### config.mk
export PLATFORM = sky130hd
export DESIGN_NAME = rhs_sqrt
export DESIGN_NICKNAME = d
export VERILOG_FILES = /design/src/hdl/assert_macros.svh /design/src/hdl/rhs_pkg.sv /design/src/hdl/rhs_sqrt.sv
export SDC_FILE = /design/constraint.sdc
export NUM_CORES = 1
export LEC_CHECK = 0
export BUFFER_PORTS_ARGS = -buffer_cell sky130_fd_sc_hd__buf_4
export CORE_MARGIN = 2
export CORE_UTILIZATION = 54
export DETAILED_ROUTE_END_ITERATION = 8
export GPL_TIMING_DRIVEN = 0
export PLACE_DENSITY = 0.74
export SLEW_MARGIN = 20
export SYNTH_ARGS = -nofsm -noshare
export SYNTH_HDL_FRONTEND = slang
export SYNTH_SLANG_ARGS = --single-unit
export TNS_END_PERCENT = 100
### constraint.sdc
create_clock -name clk -period 2.73 [get_ports clk]
set_input_delay 0.1365 -clock clk [delete_from_list [all_inputs] [get_ports clk]]
set_output_delay 0.1365 -clock clk [all_outputs]
set_load 0.01 [all_outputs]
### src/hdl/assert_macros.svh
// Assertion helpers shared by the RTL; clk and rst are the block's clock and reset.
`ifndef ASSERT_MACROS_SVH
`define ASSERT_MACROS_SVH

// Same-cycle implication, off while in reset.
`define RHS_ASSERT_SAME(lbl, ante, cons, msg) \
  lbl: assert property (@(posedge clk) disable iff (rst) (ante) |-> (cons)) \
    else $error(msg);

// Implication after a fixed number of cycles, off while in reset.
`define RHS_ASSERT_DELAY(lbl, ante, n, cons, msg) \
  lbl: assert property (@(posedge clk) disable iff (rst) (ante) |-> ##n (cons)) \
    else $error(msg);

`endif

### src/hdl/rhs_pkg.sv
package rhs_pkg;

  // Field widths
  localparam int unsigned COL_W    = 10;
  localparam int unsigned SIDE_W   = 11;
  localparam int unsigned POS_FRAC = 8;
  localparam int unsigned POS_W    = COL_W + POS_FRAC;
  localparam int unsigned RAD_W    = 16;
  localparam int unsigned STR_W    = 23;
  localparam int unsigned HGT_W    = 24;
  localparam int unsigned MODE_W   = 2;
  localparam int unsigned IDX_W    = 3;
  localparam int unsigned CFG_W    = 24;

  // Internal widths
  localparam int unsigned OPND_W = HGT_W + 1;
  localparam int unsigned R2_W   = 2 * RAD_W;
  localparam int unsigned QUO_W  = R2_W + 1;
  localparam int unsigned ROOT_W = R2_W / 2 + 1;
  localparam int unsigned HALF_W = ROOT_W - 1;
  localparam int unsigned F_W    = HALF_W + 1;
  localparam int unsigned W_W    = HALF_W + 2;

  // Pipeline depth per section
  localparam int unsigned FRONT_STAGES = 3;
  localparam int unsigned DIV_STAGES   = QUO_W;
  localparam int unsigned SQRT_STAGES  = ROOT_W;
  localparam int unsigned FALL_STAGES  = 3;
  localparam int unsigned APPLY_STAGES = 3;
  localparam int unsigned PIPE_DEPTH   = FRONT_STAGES + DIV_STAGES + SQRT_STAGES
                                         + FALL_STAGES + APPLY_STAGES;

  // Constants
  localparam logic [RAD_W-1:0]  RADIUS_RESET = RAD_W'(256);
  localparam logic [SIDE_W-1:0] SIDE_RESET   = SIDE_W'(1024);
  localparam logic [F_W-1:0]    ONE_Q16      = F_W'(65536);
  localparam logic [W_W-1:0]    SMOOTH_K     = W_W'(3 * 65536);

  typedef enum logic [MODE_W-1:0] {
    MODE_FLATTEN = 2'd0,
    MODE_CRATER  = 2'd1,
    MODE_HILL    = 2'd2,
    MODE_HOLD    = 2'd3
  } mode_t;

  typedef enum logic [IDX_W-1:0] {
    REG_MODE     = 3'd0,
    REG_CCOL     = 3'd1,
    REG_CROW     = 3'd2,
    REG_RADIUS   = 3'd3,
    REG_STRENGTH = 3'd4,
    REG_CHEIGHT  = 3'd5,
    REG_SIDE     = 3'd6
  } reg_idx_t;

  // Per-vertex data that rides along the pipeline
  typedef struct packed {
    logic                     hit;
    logic signed [HGT_W-1:0]  cur;
    logic signed [OPND_W-1:0] opnd;
  } item_t;

  // Brush setup seen by the pipeline
  typedef struct packed {
    mode_t                   mode;
    logic [POS_W-1:0]        ccol;
    logic [POS_W-1:0]        crow;
    logic [STR_W-1:0]        strength;
    logic signed [HGT_W-1:0] cheight;
    logic [SIDE_W-1:0]       side;
    logic [R2_W-1:0]         r2;
  } cfg_t;

endpackage

### src/hdl/rhs_sqrt.sv
module rhs_sqrt (
  input  logic                         clk,
  input  logic                         rst,
  input  logic                         in_vld,
  input  rhs_pkg::item_t               item_in,
  input  logic [rhs_pkg::QUO_W-1:0]    quo_in,
  output logic                         out_vld,
  output rhs_pkg::item_t               item_out,
  output logic [rhs_pkg::ROOT_W-1:0]   root
);

  localparam int unsigned N    = rhs_pkg::SQRT_STAGES;
  localparam int unsigned RS_W = rhs_pkg::QUO_W + 1;

  logic                         vld_q  [N];
  logic [RS_W-1:0]              rem_q  [N];
  logic [rhs_pkg::ROOT_W-1:0]   root_q [N];
  rhs_pkg::item_t               item_q [N];

  // One root bit per stage; the remainder holds radicand minus root squared
  for (genvar k = 0; k < N; k++) begin : g_step
    localparam int unsigned I = rhs_pkg::ROOT_W - 1 - k;

    logic                        vld_prev;
    logic [RS_W-1:0]             rem_prev;
    logic [rhs_pkg::ROOT_W-1:0]  root_prev;
    rhs_pkg::item_t              item_prev;
    logic [RS_W-1:0]             trial;
    logic                        take;

    if (k == 0) begin : g_first
      assign vld_prev  = in_vld;
      assign rem_prev  = RS_W'(quo_in);
      assign root_prev = '0;
      assign item_prev = item_in;
    end else begin : g_rest
      assign vld_prev  = vld_q[k-1];
      assign rem_prev  = rem_q[k-1];
      assign root_prev = root_q[k-1];
      assign item_prev = item_q[k-1];
    end

    // (root + 2^I)^2 - root^2
    assign trial = (RS_W'(root_prev) << (I + 1)) + (RS_W'(1) << (2 * I));
    assign take  = rem_prev >= trial;

    always_ff @(posedge clk) begin
      if (rst) begin
        vld_q[k] <= 1'b0;
      end else begin
        vld_q[k] <= vld_prev;
      end
    end

    always_ff @(posedge clk) begin
      rem_q[k]  <= take ? rem_prev - trial : rem_prev;
      root_q[k] <= take ? (root_prev | (rhs_pkg::ROOT_W'(1) << I)) : root_prev;
      item_q[k] <= item_prev;
    end
  end

  assign out_vld  = vld_q[N-1];
  assign item_out = item_q[N-1];
  assign root     = root_q[N-1];

endmodule

-- After elaboration in Yosys (flattened, before gate mapping)
Memory sizes are Yosys's and may differ from the RTL's.
Cells that the tools add are included.
- register bits: 0
- memory bits (writable): 1734
- output and inout port bits: 68
- memories: 4
- $add $sub $neg: 33
- magnitude comparators: 17
- mux-type cells: 54
- bitwise logic cells: 17
- memory list (memory ; depth ; width ; read ports ; clocked after Yosys merged registers in ; wr ports ; line ; text):
    item_q ; 17 ; 50 ; 17 ; 0 ; 17 ; rhs_sqrt.sv:18 ; rhs_pkg::item_t item_q [N];
    rem_q ; 17 ; 34 ; 16 ; 0 ; 17 ; rhs_sqrt.sv:16 ; logic [RS_W-1:0] rem_q [N];
    root_q ; 17 ; 17 ; 17 ; 0 ; 17 ; rhs_sqrt.sv:17 ; logic [rhs_pkg::ROOT_W-1:0] root_q [N];
    vld_q ; 17 ; 1 ; 17 ; 0 ; 17 ; rhs_sqrt.sv:15 ; logic vld_q [N];
- operators with widths (operator ; number):
    $mux W34 ; 17
    $ge A34 B34 Y1 ; 3
    $sub A34 B34 Y34 ; 2
    $add A33 B31 Y34 const B ; 1
    $ge A34 B21 Y1 ; 1
    $ge A34 B22 Y1 ; 1
    $ge A34 B23 Y1 ; 1
    $ge A34 B24 Y1 ; 1
    $ge A34 B25 Y1 ; 1
    $ge A34 B26 Y1 ; 1
    $ge A34 B27 Y1 ; 1
    $ge A34 B28 Y1 ; 1
    $ge A34 B29 Y1 ; 1
    $ge A34 B30 Y1 ; 1
    $ge A34 B31 Y1 ; 1
    $ge A34 B32 Y1 ; 1
    $ge A34 B33 Y1 ; 1
    $sub A33 B33 Y34 const B ; 1
    $sub A34 B20 Y34 ; 1
    $sub A34 B21 Y34 ; 1
    $sub A34 B22 Y34 ; 1
    $sub A34 B23 Y34 ; 1
    $sub A34 B24 Y34 ; 1
    $sub A34 B25 Y34 ; 1
    other kinds (42) ; 78

-- Depth between registers and ports, before layout
Gate-level depths: netlist of run 1.
An unclocked memory read counts as a cell.
- word-level depth: 4
- mapped depth: 12
- gate-level depth less buffers: 10

-- Worst setup path before layout of run 1
No wires, ideal clock.
- path kind: reg2reg
- start point: memory root_q[0][112] (netlist bit)
- end point: memory rem_q[0][260] (netlist bit)
- setup time: 0.121 ns
- arrival: 2.428 ns
- required time: 2.609 ns
- path slack: 0.181 ns
- stages on the path, launching flop included: 11
- period minus slack after synthesis: 2.549 ns
- cell sequence: dfxtp_1 inv_1 ha_1 nor2b_1 o21ai_1 a21boi_0 o31a_1 o41ai_4 and2_1 buf_2 mux2_2
- RTL lines (item ; line):
    start: declaration ; rhs_sqrt.sv:17
    end: declaration ; rhs_sqrt.sv:16

==> results of run 1 <==
## sequential cells by signal, indices dropped and copies added, names as in the netlist
name,flops
vld_q,17
item_q,850
root_q,153
rem_q,544
## worst paths after layout
path / startpoint / end / cells past startpoint
max: root_q[0][192]$_DFF_P_ / rem_q[0][438]$_DFF_P_ / 8
min: quo_in[24] / rem_q[0][24]$_DFF_P_ / 2
max reg2reg: root_q[0][192]$_DFF_P_ / rem_q[0][438]$_DFF_P_ / 8
min reg2reg: item_q[0][621]$_DFF_P_ / item_q[0][671]$_DFF_P_ / 0
## per-stage QoR
step | utilization [%] | setup slack (ps) | TNS, ps | std cells | power [W]
global route | 66.4 | -37.9 | -220 | 5065 | 0.0615
global placement | 57.6 | -398 | -20940 | 4666 | 0.0371
CTS | 65.9 | 0.255 | 0 | 5058 | 0.0586
detailed placement | 57.6 | -461 | -21610 | 4666 | 0.0373
finish | 66.4 | 33.2 | 0 | 5065 | 0.0584
floorplan | - | 181 | 0 | 3454 | 0.0350
## area by class of cell
cell class	instances	area share [%]
inverters	206	1.45
multi-input cells	1638	22.4
clock inverters	58	1.92
flip-flops and latches	1564	58.6
well taps	1060	2.48
repair buffers	293	4.72
clock buffers	205	7.91
plain buffers	41	0.487
## cell families after synthesis
kind of cell               after synthesis
other                                    1
and+or+nand+nor                        746
DFF                                   1564
xor gates and xnor gates               214
buffers and inverters                  252
adders and majority gates              166
muxes                                   45
AOI/OAI and AO/OA                      465
## metal layers
metal	wire [um]	up-vias	global-route usage (%)	share of wire [%]
li1	-	12606	-	-
met1	27700	11308	17.4	38
met2	39400	513	33.5	54
met3	2800	213	3.72	3.8
met4	3010	0	8.84	4.1
met5	0	-	0	0
## critical path, delay by kind of cell (launching register included)
kind,cells,cell delay [ps]
adder cells (fa/ha/maj),1,320
XOR/XNOR,1,140
buffers and inverters,1,50
AO/OA/AOI/OAI,3,930
AND/OR/NAND/NOR,2,840
flip-flops,1,330
## cells in the mapped netlist, drive strengths merged (21+ instances only)
cell,instances,area [um^2]
o21a,40,300
dfxtp,1564,31300
ha,166,2080
a21oi,124,621
nor4b,21,184
mux2,37,420
a21o,40,300
xnor2,121,1060
inv,206,773
xor2,93,815
nor3,79,422
buf,23,148
nor4,78,500
nor2,164,618
nand2b,33,206
nand3,40,200
clkbuf,23,86.3
nand2,123,462
nand4,42,263
o21ai,113,566
nor2b,41,257
## report_power, final
group / switching, W / internal [W]
combinational: 0.00504 / 0.00463
clock: 0.00852 / 0.0124
sequential: 0.00186 / 0.0259
total: 0.0154 / 0.0430
## what timing repair did
action | CTS | global route
endpoints found under the hold margin | 100 | 0
pin swaps | 4 | 22
buffers inserted | 3 | 10
endpoints found under the setup margin | 130 | 138
hold buffers | 128 | 0
resized for setup | 28 | 81
==> results.rst, run 1 <==
.. list-table::
   :header-rows: 1

   * - Metric
     - Value
   * - Result of the run
     - complete, no violations
   * - Unrepaired setup endpoints after global routing
     - true
   * - Floorplan row count
     - ~100
   * - Tightest hold margin
     - 47.1 ps
   * - Number of input and output port buffers inserted
     - 152
   * - Part of the Yosys area used for sequential elements
     - a little under three quarters
   * - Leakage power figure
     - 23.5 nW
   * - Worst min-delay path class
     - in -> reg
   * - Number of warnings printed during yosys synthesis
     - 0
   * - Share of cells above drive strength 1
     - 14.2%
   * - Worst slew pin tran
     - around 860 ps
   * - Wire length per cell
     - 14.4 um
   * - Kind of start point of the critical path
     - flip-flop
   * - Slew headroom
     - ~42%
   * - Ratio of final minimum period to clock period
     - 98.8%
   * - Top Ports
     - around 150
   * - Crit Path Class
     - reg -> reg
   * - Synthesis-to-layout area growth
     - 21.7%
   * - Worst-path cell chain
     - inv_1, ha_1, nor2b_1, o31a_1, o31ai_2, o21ai_0, or4b_2, xnor2_1
   * - Required time at the worst-slack endpoint
     - roughly 3300 ps
   * - Synthesized-area fraction occupied by xor and xnor cells
     - 4.27%
   * - Final HPWL from detailed placement
     - 48000 um
   * - Synthesized cell area
     - 43900 um^2
   * - Detailed-route via count
     - 24640
   * - Syn Inst Count
     - ~3500
   * - Minimum setup slack among reg-to-reg paths
     - 30 ps
   * - Total of flip-flops plus latches after synthesis
     - 1564
   * - Total grt overflow
     - 0
   * - Post-route standard cell area excluding fillers
     - 53400 um^2
   * - Instance area at placement
     - 46300 um^2
   * - Routability congestion estimate
     - 0.898
   * - Area fraction in compound gates after synthesis
     - approximately 6.9%
   * - First DRT Iteration DRCs
     - about 830
   * - Total inserted antenna cells
     - 0
   * - Maximum number of pins on one net before global-route repair
     - 17
   * - Floorplan Core Area
     - 80400 um^2
   * - Pre-Repair DR Iteration Count
     - 7
   * - Wire length of the first global-routing pass
     - 117000 um
   * - Multiplexer fraction of the synthesized cell area
     - about 1.1%
   * - Worst setup skew after layout
     - around 46 ps
   * - Main synth FF type
     - sky130_fd_sc_hd__dfxtp_1
   * - DIE AREA
     - approximately 84000 um^2
   * - Residual DRC
     - 0
   * - Vias in the first global route
     - around 25000
   * - Endpoints failing setup
     - 0
   * - Adder-cell share of the synthesized area
     - 4.73%
   * - Number of distinct standard cells referenced by the synthesized netlist
     - 90
   * - TritonCTS Buffers
     - 145
   * - Max Cap Violations
     - 0
   * - Kind of capture point of the worst setup path
     - flip-flop
   * - Mapped Avg Cell Area
     - 12.7 um^2
   * - Most frequent cells in the layout
     - sky130_fd_sc_hd__dfxtp_1, sky130_fd_sc_hd__inv_1, sky130_fd_sc_hd__buf_4, sky130_fd_sc_hd__nor2_1, sky130_fd_sc_hd__ha_1
   * - Signal arrival time at the worst endpoint
     - 3300 ps
   * - Final-report max-slew violation count
     - 0
   * - Fill cell instance count of the final layout
     - 5780
   * - Highest achievable clock rate
     - 371 MHz
   * - Fraction of registers with async set/reset
     - 0%
   * - Area taken by multi-input logic gates
     - 11900 um^2
   * - Buffer depth of the longest clock path
     - 3
   * - Die Y-Extent
     - slightly below 300 um
   * - Reg clk slew, reported paths
     - 70 ps
   * - Largest family of logic cells by synthesized area
     - simple AND/OR/NAND/NOR gates
   * - Simple-gate area share of the yosys netlist
     - under 10%
   * - Clock tree sinks
     - 1564
   * - PwrDens
     - roughly 1100 nW/um^2
   * - GRT Resource Usage Total
     - between 10% and 20%
   * - EDFF count, synth
     - 0
   * - Worst ir drop on vdd
     - ~0.00070 V
   * - Tmin final
     - 2700 ps
   * - CTS tree
     - yes
   * - Maximum fanout along the worst path
     - 4
   * - Number of vias per cell after detailed routing
     - 4.86
   * - Sum of routed wire length over all layers
     - 72900 um
   * - Standard cell with the maximum stage delay on the critical path
     - sky130_fd_sc_hd__or4b_2
   * - Final Hold Fails
     - 0
   * - Remaining number of nets flagged by the antenna check after routing
     - 0
   * - Reg area
     - 31300 um^2
   * - Most common cell after layout, fill and taps aside
     - sky130_fd_sc_hd__dfxtp_1
   * - Final net count
     - 4141
   * - H-tree depth
     - 4
   * - Delay of the slowest critical-path stage
     - 670 ps
   * - Buffer type at the clock tree root
     - sky130_fd_sc_hd__clkbuf_16
   * - Clock latency of the later-clocked register in the worst-skew pair
     - 730 ps
   * - Starting Density
     - between 50% and 60%
   * - Number of antenna violations at the first check in global routing
     - 0
   * - X dimension of the die
     - 289 um
(Power assumes the default switching activity.)
==> run 2, diff against run 1 <==
- CORE_MARGIN: 2 -> default
- CORE_UTILIZATION: 54 -> 60
- PLACE_DENSITY: 0.74 -> default
- PLACE_DENSITY_LB_ADDON: default -> 0.15
- clock period: 2.73 -> 2.62 ns (I/O delays scaled with it)
==> run 2 against run 1 <==
  * Clock skew rose by 9.6 ps
  * Critical path type unchanged
  * Total power rose by 6.2%
  * Sequential share of layout area fell by 0.93 points
  * Die area fell by 11%
  * Via count rose by 5.1%
  * Wire length rose by 28%
  * Clock-buffer cell count rose by 1
  * Worst setup slack improved by 4.5 ps
  * Largest power group unchanged
  * Global-route usage rose by 7.5 points
==> results.rst, run 2 (same netlist as run 1, synthesis figures left out) <==
.. list-table::
   :header-rows: 1

   * - Metric
     - Value
   * - Required time at the worst-slack endpoint
     - 3220 ps
   * - Buffer type at the clock tree root
     - sky130_fd_sc_hd__clkbuf_16
   * - Post-route insts no fill
     - between 4000 and 5000
   * - Standard cell with the maximum stage delay on the critical path
     - sky130_fd_sc_hd__o31ai_1
   * - Share of cells above drive strength 1
     - 17.5%
   * - Maximum fanout along the worst path
     - 6
   * - Result of the run
     - complete, no violations
   * - Kind of capture point of the worst setup path
     - flip-flop
   * - Remaining number of nets flagged by the antenna check after routing
     - 0
   * - Cell count after placement
     - 4556
   * - Vias in the first global route
     - 27496
   * - Most common cell after layout, fill and taps aside
     - sky130_fd_sc_hd__dfxtp_1
   * - Final Hold Fails
     - 0
   * - Signal arrival time at the worst endpoint
     - 3180 ps
   * - Routability congestion estimate
     - 0.942
   * - Maximum number of pins on one net before global-route repair
     - 17
   * - Worst min-delay path class
     - in -> reg
   * - Synthesis-to-layout area growth
     - 23.7%
   * - CTS tree
     - yes
   * - Total grt overflow
     - 0
   * - GRT Resource Usage Total
     - 24.9%
   * - Setup_tns
     - 0 ps
   * - Pre-Repair DR Iteration Count
     - 8
   * - Delay of the slowest critical-path stage
     - ~490 ps
   * - Fill cell instance count of the final layout
     - around 4200
   * - Number of buffers and inverters on the critical path
     - 2
   * - Max Cap Violations
     - 0
   * - Clock latency of the later-clocked register in the worst-skew pair
     - 740 ps
   * - Largest register FFs
     - 850
   * - Number of antenna violations at the first check in global routing
     - 0
   * - Die Y-Extent
     - 272 um
   * - Unrepaired setup endpoints after global routing
     - true
   * - Kind of start point of the critical path
     - flip-flop
   * - Worst ir drop on vdd
     - 0.000955 V
   * - First DRT Iteration DRCs
     - 1459
   * - DIE AREA
     - ~74000 um^2
   * - Number of input and output port buffers inserted
     - around 150
   * - Ratio of final minimum period to clock period
     - 98.6%
   * - Number of vias per cell after detailed routing
     - 5.19
   * - Highest achievable clock rate
     - about 390 MHz
   * - Floorplan Core Area
     - 72000 um^2
   * - Residual DRC
     - 0
   * - Largest regs
     - item_q: 850 flops, rem_q: 544 flops, root_q: 153 flops
   * - Final HPWL from detailed placement
     - roughly 55000 um
   * - Wire length per cell
     - 18.7 um
   * - Floorplan row count
     - 98
   * - Final-report max-slew violation count
     - 0
   * - H-tree depth
     - 4
   * - Worst setup skew after layout
     - 55.7 ps
   * - Slew headroom
     - 40.3%
   * - Worst-path cell chain
     - inv_1, ha_2, a21o_1, a31oi_2, o31ai_1, o41ai_2, buf_4, nor3_2, nor3b_1, xor2_1
   * - Utilization after layout
     - 75.4%
   * - Endpoints failing setup
     - 0
   * - Post-route standard cell area excluding fillers
     - 54300 um^2
   * - Worst slew pin tran
     - between 800 and 900 ps
   * - Most frequent cells in the layout
     - sky130_fd_sc_hd__dfxtp_1, sky130_fd_sc_hd__inv_1, sky130_fd_sc_hd__buf_4, sky130_fd_sc_hd__nor2_1, sky130_fd_sc_hd__clkbuf_16
   * - Crit Path Class
     - reg -> reg
   * - Top Family by Delay on Critical Path
     - compound AO/OA/AOI/OAI gates
   * - Instance area at placement
     - 46200 um^2
   * - Sum of routed wire length over all layers
     - 93000 um
   * - PwrDens
     - about 1100 nW/um^2
   * - Top Ports
     - 154
   * - Final net count
     - 4175
   * - Top reg by flops
     - item_q
   * - Detailed-route via count
     - around 26000
   * - Wire length of the first global-routing pass
     - 145000 um
   * - Min setup slack post-route
     - 37.7 ps
   * - Tmin final
     - 2580 ps
   * - X dimension of the die
     - 272 um
   * - TritonCTS Buffers
     - 143
   * - Buffer depth of the longest clock path
     - 3
   * - Starting Density
     - ~61%
   * - Worst slack at placement
     - -688 ps
   * - Reg clk slew, reported paths
     - 70 ps
   * - Leakage power figure
     - 23.7 nW
   * - Clock tree sinks
     - between 1500 and 2000
## run 2: layout make-up
cell class | instances | area, um^2 | area share, %
Multi-Input combinational cell | 1638 | 12800 | 23.5
Timing Repair Buffer | 332 | 2870 | 5.29
Clock buffer | 206 | 4210 | 7.75
Sequential cell | 1564 | 31300 | 57.7
Buffer | 38 | 332 | 0.611
Clock inverter | 51 | 790 | 1.45
Inverter | 206 | 773 | 1.42
Tap cell | 950 | 1190 | 2.19
Antenna cell | 1 | 2.50 | 0.00461
## run 2: path summary, 6_finish.rpt
| path | cells after the start | slack [ps] | to | startpoint |
|---|---|---|---|---|
| worst max-delay path | 10 | 40 | rem_q[0][397]$_DFF_P_ | root_q[0][177]$_DFF_P_ |
| worst min-delay path | 2 | 40 | item_q[0][45]$_DFF_P_ | item_in[45] |
| worst max register to register | 10 | 40 | rem_q[0][397]$_DFF_P_ | root_q[0][177]$_DFF_P_ |
| worst min register to register | 0 | 290 | item_q[0][231]$_DFF_P_ | item_q[0][181]$_DFF_P_ |
## run 2: metal layers
layer | share of wire [%] | vias to the layer above | routed length (um) | track usage (%)
li1 | - | 12666 | - | -
met2 | 55 | 637 | 51100 | 48.5
met5 | 0 | - | 0 | 0
met1 | 38 | 12352 | 34900 | 25.2
met4 | 4.4 | 0 | 4060 | 13.1
met3 | 3.2 | 238 | 2950 | 3.88
## run 2: worst reg2reg max path, cell delays in order, from the launching register on
cell and delay, ps:
sky130_fd_sc_hd__dfxtp_1 350, sky130_fd_sc_hd__inv_1 50, sky130_fd_sc_hd__ha_2 380, sky130_fd_sc_hd__a21o_1 140, sky130_fd_sc_hd__a31oi_2 60, sky130_fd_sc_hd__o31ai_1 490
sky130_fd_sc_hd__o41ai_2 150, sky130_fd_sc_hd__buf_4 170, sky130_fd_sc_hd__nor3_2 400, sky130_fd_sc_hd__nor3b_1 140, sky130_fd_sc_hd__xor2_1 170
## run 2: metrics by stage
stage	total power, W	hold slack [ps]
after detailed placement	0.0395	227
after global placement	0.0392	229
final	0.0620	41.5
after global routing	0.0649	13.6
after floorplan	0.0364	159
after CTS	0.0613	0.513
## run 2: where the power goes
group / internal (W) / switching (W)
combinational: 0.00535 / 0.00603
sequential: 0.0270 / 0.00230
clock: 0.0121 / 0.00923
## run 2: timing repair
action / in CTS / in global routing
pin swaps: 26 / 59
endpoints found under the hold margin: 100 / 0
setup endpoints to repair: 196 / 205
hold buffers: 136 / 0
gates resized for setup: 110 / 187
gates cloned: 1 / 0
setup buffers: 21 / 22
==> run 3, diff against run 2 <==
- CTS_BUF_LIST: default -> sky130_fd_sc_hd__clkbuf_4
==> run 3 against run 2 <==
  * Cell area decreased by 0.99%
  * Combinational power hardly changed
  * Final cell count grew 7.2%
  * Total power down 5.4%
  * Critical endpoint is now rem_q[0][539]$_DFF_P_
  * Register-to-register slack worse by 20 ps
  * Sequential share of layout area is 0.58 points higher
  * Clock power decreased by 15%
==> results.rst, run 3 (same netlist as run 1, synthesis figures left out) <==
.. list-table::
   :header-rows: 1

   * - Metric
     - Value
   * - X dimension of the die
     - approximately 270 um
   * - Fill cell instance count of the final layout
     - ~4400
   * - Worst setup skew after layout
     - ~140 ps
   * - Clock tree sinks
     - 1564
   * - Starting Density
     - between 60% and 70%
   * - Tmin final
     - roughly 2600 ps
   * - Total power
     - around 0.06 W
   * - H-tree depth
     - 5
   * - Buffer type at the clock tree root
     - sky130_fd_sc_hd__clkbuf_4
   * - Worst slew pin tran
     - approximately 800 ps
   * - Instance area at placement
     - approximately 46000 um^2
   * - Maximum number of pins on one net before global-route repair
     - 22
   * - Kind of start point of the critical path
     - flip-flop
   * - Pre-Repair DR Iteration Count
     - 5
   * - TritonCTS Buffers
     - 366
   * - Number of input and output port buffers inserted
     - 152
   * - Wire length per cell
     - 17.3 um
   * - Internal power component
     - 0.0416 W
   * - Final-report max-slew violation count
     - 0
   * - Sequential group share of total power
     - 49.9%
   * - DIE AREA
     - 74200 um^2
   * - Required time at the worst-slack endpoint
     - ~3600 ps
   * - Routability congestion estimate
     - 0.942
   * - Buffer depth of the longest clock path
     - 4
   * - PwrDens
     - 1090 nW/um^2
   * - First DRT Iteration DRCs
     - about 1200
   * - Signal arrival time at the worst endpoint
     - about 3600 ps
   * - Worst ir drop on vdd
     - 0.000897 V
   * - Setup_tns
     - 0 ps
   * - Top reg by flops
     - item_q
   * - Largest register FFs
     - 850
   * - GRT Resource Usage Total
     - between 20% and 30%
   * - Share of cells above drive strength 1
     - 22.5%
   * - Detailed-route via count
     - 27210
   * - Unrepaired setup endpoints after global routing
     - true
   * - Wire length of the first global-routing pass
     - 145000 um
   * - Power share of the clock group
     - 30.8%
   * - Worst min-delay path class
     - in -> reg
   * - Switching power as a share of total power
     - 29.1%
   * - Most frequent cells in the layout
     - sky130_fd_sc_hd__dfxtp_1, sky130_fd_sc_hd__clkbuf_4, sky130_fd_sc_hd__inv_1, sky130_fd_sc_hd__buf_4, sky130_fd_sc_hd__dlygate4sd3_1
   * - Crit Path Class
     - reg -> reg
   * - Clock latency of the later-clocked register in the worst-skew pair
     - 1150 ps
   * - Relative contribution of combinational cells to total power
     - 19.3%
   * - Final net count
     - 4436
   * - Vias in the first global route
     - 29229
   * - Remaining number of nets flagged by the antenna check after routing
     - 0
   * - Residual DRC
     - 0
   * - Final Hold Fails
     - 0
   * - Worst slack at placement
     - -688 ps
   * - Number of antenna violations at the first check in global routing
     - 2
   * - Number of vias per cell after detailed routing
     - 5.09
   * - Endpoints failing setup
     - 0
   * - CTS tree
     - yes
   * - Slew headroom
     - 47.5%
   * - Switching power of the nets
     - 0.0171 W
   * - Highest achievable clock rate
     - slightly below 400 MHz
   * - Sum of routed wire length over all layers
     - 92400 um
   * - Final HPWL from detailed placement
     - 54800 um
   * - Floorplan Core Area
     - 72000 um^2
   * - Min setup slack post-route
     - 19.9 ps
   * - Result of the run
     - complete, no violations
   * - Synthesis-to-layout area growth
     - 22.5%
   * - Area taken by multi-input logic gates
     - about 13000 um^2
   * - Post-route standard cell area excluding fillers
     - approximately 54000 um^2
   * - Die Y-Extent
     - 272 um
   * - Floorplan row count
     - a little under 100
   * - Total grt overflow
     - 0
   * - Largest regs
     - item_q: 850 flops, rem_q: 544 flops, root_q: 153 flops
   * - Top Ports
     - 154
   * - Reg clk slew, reported paths
     - 130 ps
   * - Max Cap Violations
     - 0
   * - Ratio of final minimum period to clock period
     - 99.2%
   * - Tightest hold margin
     - around 120 ps
   * - Reg area
     - 31300 um^2
   * - Maximum fanout along the worst path
     - 8
   * - Kind of capture point of the worst setup path
     - flip-flop
   * - Most common cell after layout, fill and taps aside
     - sky130_fd_sc_hd__dfxtp_1
   * - Leakage power figure
     - around 24 nW
## run 3: cell count changes in the layout (fill, tap and decap cells not counted), moves of 4 or more
| cell | previous run | this run |
|---|---|---|
| sky130_fd_sc_hd__clkbuf_4 | 3 | 513 |
| sky130_fd_sc_hd__ha_1 | 127 | 136 |
| sky130_fd_sc_hd__ha_2 | 17 | 10 |
| sky130_fd_sc_hd__dlygate4sd3_1 | 136 | 170 |
| sky130_fd_sc_hd__clkbuf_1 | 32 | 8 |
| sky130_fd_sc_hd__clkinv_1 | 0 | 46 |
| sky130_fd_sc_hd__inv_2 | 3 | 8 |
| sky130_fd_sc_hd__clkbuf_16 | 144 | 1 |
| sky130_fd_sc_hd__buf_12 | 6 | 2 |
| sky130_fd_sc_hd__clkinv_16 | 12 | 0 |
| sky130_fd_sc_hd__clkbuf_8 | 37 | 0 |
| sky130_fd_sc_hd__clkinv_2 | 22 | 6 |
## run 3: final timing paths
check / start / endpoint / slack, ps / cells past startpoint
setup / recovery: root_q[0][252]$_DFF_P_ / rem_q[0][539]$_DFF_P_ / 20 / 11
hold / removal: item_in[1] / item_q[0][1]$_DFF_P_ / 120 / 3
setup reg to reg: root_q[0][252]$_DFF_P_ / rem_q[0][539]$_DFF_P_ / 20 / 11
hold reg to reg: item_q[0][384]$_DFF_P_ / item_q[0][434]$_DFF_P_ / 230 / 0
## run 3: power groups by stage
| stage | clock (W) | combinational [W] | sequential [W] |
|---|---|---|---|
| CTS | 0.0182 | 0.0105 | 0.0291 |
| detailed placement | 0 | 0.00987 | 0.0296 |
| global placement | 0 | 0.00969 | 0.0295 |
| global route | 0.0200 | 0.0124 | 0.0296 |
| finish | 0.0181 | 0.0113 | 0.0293 |
| floorplan | 0 | 0.00759 | 0.0288 |
## run 3: worst max-delay path: stages, from the launching register on
cell                        delay, ps
sky130_fd_sc_hd__dfxtp_1          330
sky130_fd_sc_hd__inv_1             50
sky130_fd_sc_hd__ha_1             270
sky130_fd_sc_hd__clkbuf_4         180
sky130_fd_sc_hd__and4b_2          290
sky130_fd_sc_hd__nand3_2          160
sky130_fd_sc_hd__nor2_4           170
sky130_fd_sc_hd__nand4_1          210
sky130_fd_sc_hd__and2_4           290
sky130_fd_sc_hd__clkbuf_16        170
sky130_fd_sc_hd__nor4_2           300
sky130_fd_sc_hd__xor2_1           190
## run 3: area by class of cell
type                       count  area share [%]
buffer                        38           0.608
antenna                        2         0.00932
tap                          950            2.21
clock inverter                69           0.745
clock buffer                 508            7.10
inverter                     206            1.44
sequential                  1564            58.3
multi-input combinational   1638            23.6
timing repair buffer         370            6.02
## run 3: what timing repair did
action / in CTS / in global routing
cloned: 1 / 2
pin swaps: 20 / 56
gates resized for setup: 108 / 166
setup endpoints to repair: 206 / 203
endpoints found under the hold margin: 100 / 0
setup buffers: 16 / 29
hold buffers: 170 / 0
## run 3: layer usage
layer	track usage, %	part of all wire [%]	vias up
met5	0	0	-
met4	14.2	4.5	0
met3	4.99	3.0	276
met2	48.2	55	684
met1	23.9	37	12880
li1	-	-	13370
## run 3: per-stage QoR
stage,utilization [%],cells
after CTS,73.2,5315
after detailed placement,64.2,4556
final,74.6,5345
after global placement,64.2,4556
after floorplan,-,3454
after global routing,74.6,5345
